`src/rtl/modular_power_core_assert.svh`:
```
// modular_power_core_assert.svh: assertion macros for the modular power core
// used by the controller and datapath; empty bodies when SYNTH is defined
`ifndef MODULAR_POWER_CORE_ASSERT_SVH
`define MODULAR_POWER_CORE_ASSERT_SVH
`ifndef SYNTH
// property that must hold on every clock outside reset
`define MP_ASSERT(lbl, clk, rstn, prop, msg) \
  lbl: assert property (@(posedge clk) disable iff (!(rstn)) (prop)) else $error(msg);
// antecedent in this cycle implies consequent in the next one
`define MP_ASSERT_NEXT(lbl, clk, rstn, ante, cons, msg) \
  lbl: assert property (@(posedge clk) disable iff (!(rstn)) (ante) |=> (cons)) else $error(msg);
`else
`define MP_ASSERT(lbl, clk, rstn, prop, msg)
`define MP_ASSERT_NEXT(lbl, clk, rstn, ante, cons, msg)
`endif
`endif

```
`src/rtl/mp_pkg.sv`:
```
// mp_pkg: shared widths, types and constants of the modular power core
// no dependencies; used by every module of the block
`default_nettype none

package mp_pkg;

  // defaults of the top-level parameters
  localparam int unsigned MODULUS_DEF  = 1000000007;
  localparam int unsigned EXP_BITS_DEF = 63;

  // field widths
  localparam int BASE_W = 30;
  localparam int EXP_W  = 63;
  localparam int RES_W  = 30;

  // op field codes
  localparam logic OP_POWER   = 1'b0;
  localparam logic OP_INVERSE = 1'b1;

  // residue width (modulus below 2^31) and montgomery radix width
  localparam int OP_W   = 31;
  localparam int MONT_W = 32;

  // multiplier pipeline depth and wait counter
  localparam int CNT_W = 3;
  localparam logic [CNT_W-1:0] MUL_LAT = 3'd5;

  typedef enum logic [1:0] {
    S_IDLE,
    S_CONV,
    S_STEP,
    S_EXIT
  } mp_state_t;

  // which multiply pair the datapath feeds and writes back
  typedef enum logic [1:0] {
    MK_CONV,
    MK_STEP,
    MK_EXIT
  } mp_kind_t;

  typedef struct packed {
    logic     load;
    logic     write;
    mp_kind_t kind;
  } mp_cmd_t;

  typedef struct packed {
    logic exp_zero;
    logic exp_last;
  } mp_stat_t;

  // -m^-1 mod 2^32 for odd m, newton iteration doubling correct bits
  function automatic logic [MONT_W-1:0] mont_neg_inv(input logic [MONT_W-1:0] m);
    logic [MONT_W-1:0] inv;
    inv = m;
    for (int i = 0; i < 4; i++) begin
      inv = inv * (32'd2 - m * inv);
    end
    return 32'd0 - inv;
  endfunction

endpackage

`default_nettype wire

```
`src/rtl/mp_ctrl.sv`:
```
// mp_ctrl: sequencer of the modular power core and output word handshake
// depends on mp_pkg; commands mp_datapath and reads its exponent status
`default_nettype none

`include "modular_power_core_assert.svh"

module mp_ctrl (
  input  wire logic             clk,
  input  wire logic             rst_n,
  input  wire logic             in_valid,
  output logic                  in_stall,
  output logic                  out_valid,
  input  wire logic             out_stall,
  input  wire mp_pkg::mp_stat_t stat,
  output mp_pkg::mp_cmd_t       cmd
);

  mp_pkg::mp_state_t             state_r;
  mp_pkg::mp_state_t             state_nxt;
  logic [mp_pkg::CNT_W-1:0]      cnt_r;
  logic [mp_pkg::CNT_W-1:0]      cnt_nxt;
  logic                          out_valid_r;
  logic                          out_valid_nxt;
  logic                          done;
  logic                          out_free;

  assign done     = (cnt_r == '0);
  assign out_free = !out_valid_r || !out_stall;

  // next state
  always_comb begin
    state_nxt = state_r;
    unique case (state_r)
      mp_pkg::S_IDLE: if (in_valid) state_nxt = mp_pkg::S_CONV;
      mp_pkg::S_CONV: if (done) begin
        state_nxt = stat.exp_zero ? mp_pkg::S_EXIT : mp_pkg::S_STEP;
      end
      mp_pkg::S_STEP: if (done) begin
        state_nxt = stat.exp_last ? mp_pkg::S_EXIT : mp_pkg::S_STEP;
      end
      mp_pkg::S_EXIT: if (done && out_free) state_nxt = mp_pkg::S_IDLE;
      default: state_nxt = mp_pkg::S_IDLE;
    endcase
  end

  // commands to the datapath
  always_comb begin
    cmd.load  = 1'b0;
    cmd.write = 1'b0;
    cmd.kind  = mp_pkg::MK_CONV;
    unique case (state_r)
      mp_pkg::S_IDLE: cmd.load = in_valid;
      mp_pkg::S_CONV: cmd.write = done;
      mp_pkg::S_STEP: begin
        cmd.kind  = mp_pkg::MK_STEP;
        cmd.write = done;
      end
      mp_pkg::S_EXIT: begin
        cmd.kind  = mp_pkg::MK_EXIT;
        cmd.write = done && out_free;
      end
      default: ;
    endcase
  end

  // pipeline wait counter, reloaded whenever operands change
  always_comb begin
    if (state_r == mp_pkg::S_IDLE || cmd.write) begin
      cnt_nxt = mp_pkg::MUL_LAT;
    end else if (done) begin
      cnt_nxt = cnt_r;
    end else begin
      cnt_nxt = cnt_r - 1'b1;
    end
  end

  // output word register
  always_comb begin
    out_valid_nxt = out_valid_r;
    if (state_r == mp_pkg::S_EXIT && cmd.write) begin
      out_valid_nxt = 1'b1;
    end else if (!out_stall) begin
      out_valid_nxt = 1'b0;
    end
  end

  always_ff @(posedge clk) begin
    if (!rst_n) begin
      state_r     <= mp_pkg::S_IDLE;
      cnt_r       <= mp_pkg::MUL_LAT;
      out_valid_r <= 1'b0;
    end else begin
      state_r     <= state_nxt;
      cnt_r       <= cnt_nxt;
      out_valid_r <= out_valid_nxt;
    end
  end

  assign in_stall  = (state_r != mp_pkg::S_IDLE);
  assign out_valid = out_valid_r;

  // an accepted word always starts with the base conversion
  `MP_ASSERT_NEXT(a_accept_conv, clk, rst_n, in_valid && !in_stall,
                  state_r == mp_pkg::S_CONV && cnt_r == mp_pkg::MUL_LAT, "accept without conv")
  // a finished result always lands in the output register
  `MP_ASSERT_NEXT(a_exit_out, clk, rst_n, state_r == mp_pkg::S_EXIT && cmd.write,
                  out_valid_r && state_r == mp_pkg::S_IDLE, "result lost")
  // wait counter never exceeds the multiplier depth
  `MP_ASSERT(a_cnt_range, clk, rst_n, cnt_r <= mp_pkg::MUL_LAT, "wait counter overrun")

endmodule

`default_nettype wire

```
`config.mk`:
```
export PLATFORM = sky130hd
export DESIGN_NAME = mp_ctrl
export DESIGN_NICKNAME = d
export VERILOG_FILES = /design/src/rtl/mp_pkg.sv /design/src/rtl/mp_ctrl.sv
export VERILOG_INCLUDE_DIRS = /design/src /design/src/rtl
export SDC_FILE = /design/constraint.sdc
export NUM_CORES = 1
export LEC_CHECK = 0
export BUFFER_PORTS_ARGS = -buffer_cell sky130_fd_sc_hd__buf_2
export CAP_MARGIN = 20
export CORE_AREA = 2 2 39 41
export DETAILED_ROUTE_END_ITERATION = 12
export DIE_AREA = 0 0 41 43
export GPL_TIMING_DRIVEN = 0
export PLACE_DENSITY = 0.5
export SYNTH_ARGS = -nofsm -noshare
export SYNTH_HDL_FRONTEND = slang
export SYNTH_SLANG_ARGS = --single-unit
```
`constraint.sdc`:
```
create_clock -name clk -period 2.3 [get_ports clk]
set_input_delay 0 -clock clk [delete_from_list [all_inputs] [get_ports clk]]
set_output_delay 0 -clock clk [all_outputs]
set_load 0.01 [all_outputs]
```
==> impl_summary.md <==
Setup path
The kind of start point of the critical path is a flop. The required time at the worst-slack endpoint is approximately 2.4 ns. The endpoint type of the worst setup path is a flop. The critical path data arrival time is 1.59 ns. Of all nets on the critical path, the largest fanout is 5.

The worst setup path is of the flop to flop kind.

Timing
The final number of hold-violating endpoints was 0. Hold is met by between 0.07 and 0.08 ns. The maximum clock rate is 682.3 MHz. The total negative slack is 0 ns. The worst slew margin relative to its limit is 84.34%.

The final clock skew is 0.001871 ns. The part of the cycle the worst path needs is around 64%. The final-report max-slew violation count was 0. Setup violations remaining at the end of the flow were counted as 0. The minimum setup slack in the final design is 0.8343 ns. Counting I/O delays and the setup requirement, the final critical path takes 1.466 ns. Setup repair after global routing left no endpoint under its margin. At the pin with the least slew margin, the transition time is about 0.23 ns.

Cells and area
The count of antenna diodes in the layout is 0. The number of nets in the final layout is 77. Cells with a size suffix above 1 make up 29.03% of the layout. The area used by multi-input combinational logic is 279.0 um2. The end-of-flow core utilization is 37.25%.

Compared with the post-synthesis result, the final layout area differs by 23.35%. The number of inserted filler cells in the final layout is 145. The sequential cells in the finished layout cover a total of around 120 um2.

Min path
The tightest min-delay check is of the input port to flop type.

Global route
The initial antenna violation count is 0. The wire length of the first global-routing pass is 1255 um. The leftover overflow at the end of global routing is 0. Entering global routing, the biggest net connects 7 pins. Global routing used about 11% of the available tracks across all layers.

The via count of the first global-routing pass was about 340.

CTS
Once the clock tree was built, the setup fixing pass inserted 0 buffers. The number of buffers created by CTS is 3. Post-CTS repair changed the size of 0 cells. The number of buffers inserted by hold repair at cts is 0. At the later pin of the worst-skew pair, clock insertion delay measures 0.23 ns.

The maximum number of buffers from clock root to sink is 2. The clock transition time at the flip-flop clock pins of the worst setup and hold paths is 0.04 ns. In this run the clock root is driven by a sky130_fd_sc_hd__clkbuf_4. The maximum level of the CTS H-tree is 1. The CTS tree is built.

The number of clock sinks is 6.

Synthesis
The top cell type's share of synthesized area is between 20% and 30%. The portion of synthesized area spent on multiplexers is 4.790%. The xor and xnor area share after synthesis is 0%.

Of the total synthesized cell area, the portion taken by AND, OR, NAND and NOR gates is a little under a quarter. The average footprint of a synthesized cell is 8.706 um2. The adder and majority cell fraction of the synthesized area is 20.96%. After synthesis, flip-flops and latches occupy 28.74% of the total area. After technology mapping, the gate count stands at 48. By area, the combinational part of the netlist is dominated by simple AND/OR/NAND/NOR gates. The post-synthesis sequential element count is 6. The netlist area before placement is 417.9 um2.

The biggest area contributor in the post-synthesis netlist is sky130_fd_sc_hd__dfxtp_1. Yosys printed 0 warnings. Synthesis produced a netlist with a net count of 61. The synthesized netlist devotes 17.96% of its cell area to compound gates. The post-synthesis cell type count is 21.

Ranked by total cell area, the synthesized netlist is headed by sky130_fd_sc_hd__dfxtp_1 29%, sky130_fd_sc_hd__ha_1 21%, sky130_fd_sc_hd__nand2_1 8.1%, sky130_fd_sc_hd__and2b_4 4.8%, sky130_fd_sc_hd__mux2i_1 4.8%.

Status
The flow ran to the end, and the final reports show no timing, DRC or antenna violations.

Drt
The overall via count from detail_route is 354. The initial DRC count is 4. The routed design has 719 um of wire. In the routed design, unresolved DRC markers number 0. In this run the remaining antenna-violating nets after routing total 0.

The number of detailed-route iterations in the first pass is 2. The post-detailed-route wirelength per cell is 9.218 um. Dividing the detail-routed via count by the number of cells gives roughly 4.5.

Floorplan
The number of cell rows is 14. The placeable core region is 1384 um2. For this configuration, the core starts out at a cell density of between 30% and 40%. 12 I/O pins were placed. The die is 43 um tall. The die boundary width is between 40 and 50 um. The die covers 1763 um2.

Place
Routability-driven placement finished with a final weighted congestion of 0.7578. The number of buffer cells added on primary ports is 11. The worst slack at placement is 0.8311 ns. After legalization and detailed placement, the total HPWL measured 591.8 um.

Job
The number of max-cap violations is 0.

Pwr
After layout, the design draws a total of 0.0005564 W. In this run the static leakage power is between 0.2 and 0.25 nW. Across the VDD grid, the largest voltage drop is roughly 0.41 mV. In this run the power density over the cells is approximately 1100 nW/um2.
-- kinds of logic (layout without fill, tap and decap cells) --
logic type               count (synthesis)  after routing
adder cells (fa/ha/maj)                  7              7
flip-flops                               6              6
AO/OA/AOI/OAI                            9              9
buffers and inverters                    5             19
multiplexers                             2              2
AND/OR/NAND/NOR                         19             19
-- cells in the mapped netlist --
library cell,instances
sky130_fd_sc_hd__mux2i_1,2
sky130_fd_sc_hd__nor4b_1,1
sky130_fd_sc_hd__and2_1,1
sky130_fd_sc_hd__nand3_1,1
sky130_fd_sc_hd__ha_1,7
sky130_fd_sc_hd__a21boi_0,1
sky130_fd_sc_hd__a21oi_2,1
sky130_fd_sc_hd__o21a_1,1
sky130_fd_sc_hd__o32ai_1,1
sky130_fd_sc_hd__inv_1,5
sky130_fd_sc_hd__nor3_1,1
sky130_fd_sc_hd__a31oi_1,1
sky130_fd_sc_hd__o22ai_2,1
sky130_fd_sc_hd__dfxtp_1,6
sky130_fd_sc_hd__nor2_1,3
sky130_fd_sc_hd__a221o_1,1
sky130_fd_sc_hd__nand2b_1,1
sky130_fd_sc_hd__nand2_1,9
sky130_fd_sc_hd__a21oi_1,1
sky130_fd_sc_hd__and2b_4,2
sky130_fd_sc_hd__o31a_1,1
-- sequential cells by signal, indices dropped and copies added, names as in the netlist --
name and flops:
cnt_r 3, state_r 2, out_valid 1
-- metal layers --
metal  wire length, um  vias to the layer above  track usage [%]
li1                  -                      196                -
met1               366                      152            12.22
met2               326                        6            14.69
met3                27                        0            4.712
met4                 0                        0            12.00
met5                 0                        -                0
-- critical path: stages (launching register included) --
cell	delay [ns]
sky130_fd_sc_hd__dfxtp_1	0.37
sky130_fd_sc_hd__inv_1	0.09
sky130_fd_sc_hd__ha_1	0.22
sky130_fd_sc_hd__and2b_4	0.28
sky130_fd_sc_hd__nor4b_1	0.21
sky130_fd_sc_hd__a31oi_1	0.07
sky130_fd_sc_hd__o21a_1	0.11
-- stage by stage --
step / cell area (um2) / cells
after floorplan: 417.9 / 48
after global placement: 493.0 / 75
after detailed placement: 493.0 / 75
after CTS: 515.5 / 78
after global routing: 515.5 / 78
final: 515.5 / 78
-- area by class of cell --
type                            count  share of cell area [%]
Timing Repair Buffer               11                   10.68
Tap cell                           16                   3.883
Multi-Input combinational cell     37                   54.13
Sequential cell                     6                   23.30
Clock buffer                        3                   4.369
Inverter                            5                   3.641
-- power breakdown --
part,switching (W),internal (W)
logic,0.000166,0.000146
clock network,0.0000309,0.0000585
registers,0.0000228,0.000132
total,0.000220,0.000336
-- worst paths after layout --
path         startpoint          to  slack (ns)  cells after the start
max          state_r[0]    cnt_r[2]        0.83                      6
min               rst_n  state_r[0]        0.07                      3
max reg2reg  state_r[0]    cnt_r[2]        0.83                      6
min reg2reg  state_r[0]  state_r[0]        0.50                      2
-- cell usage in the layout (no fill, tap or decap), drive strengths merged --
master	n
dfxtp	6
inv	5
a21boi	1
a21oi	2
and2b	2
o31a	1
buf	11
ha	7
nand3	1
o21a	1
nand2b	1
a221o	1
nand2	9
clkbuf	3
o32ai	1
mux2i	2
o22ai	1
and2	1
nor4b	1
a31oi	1
nor3	1
nor2	3
Note: power is estimated with default switching activity, not from simulation.
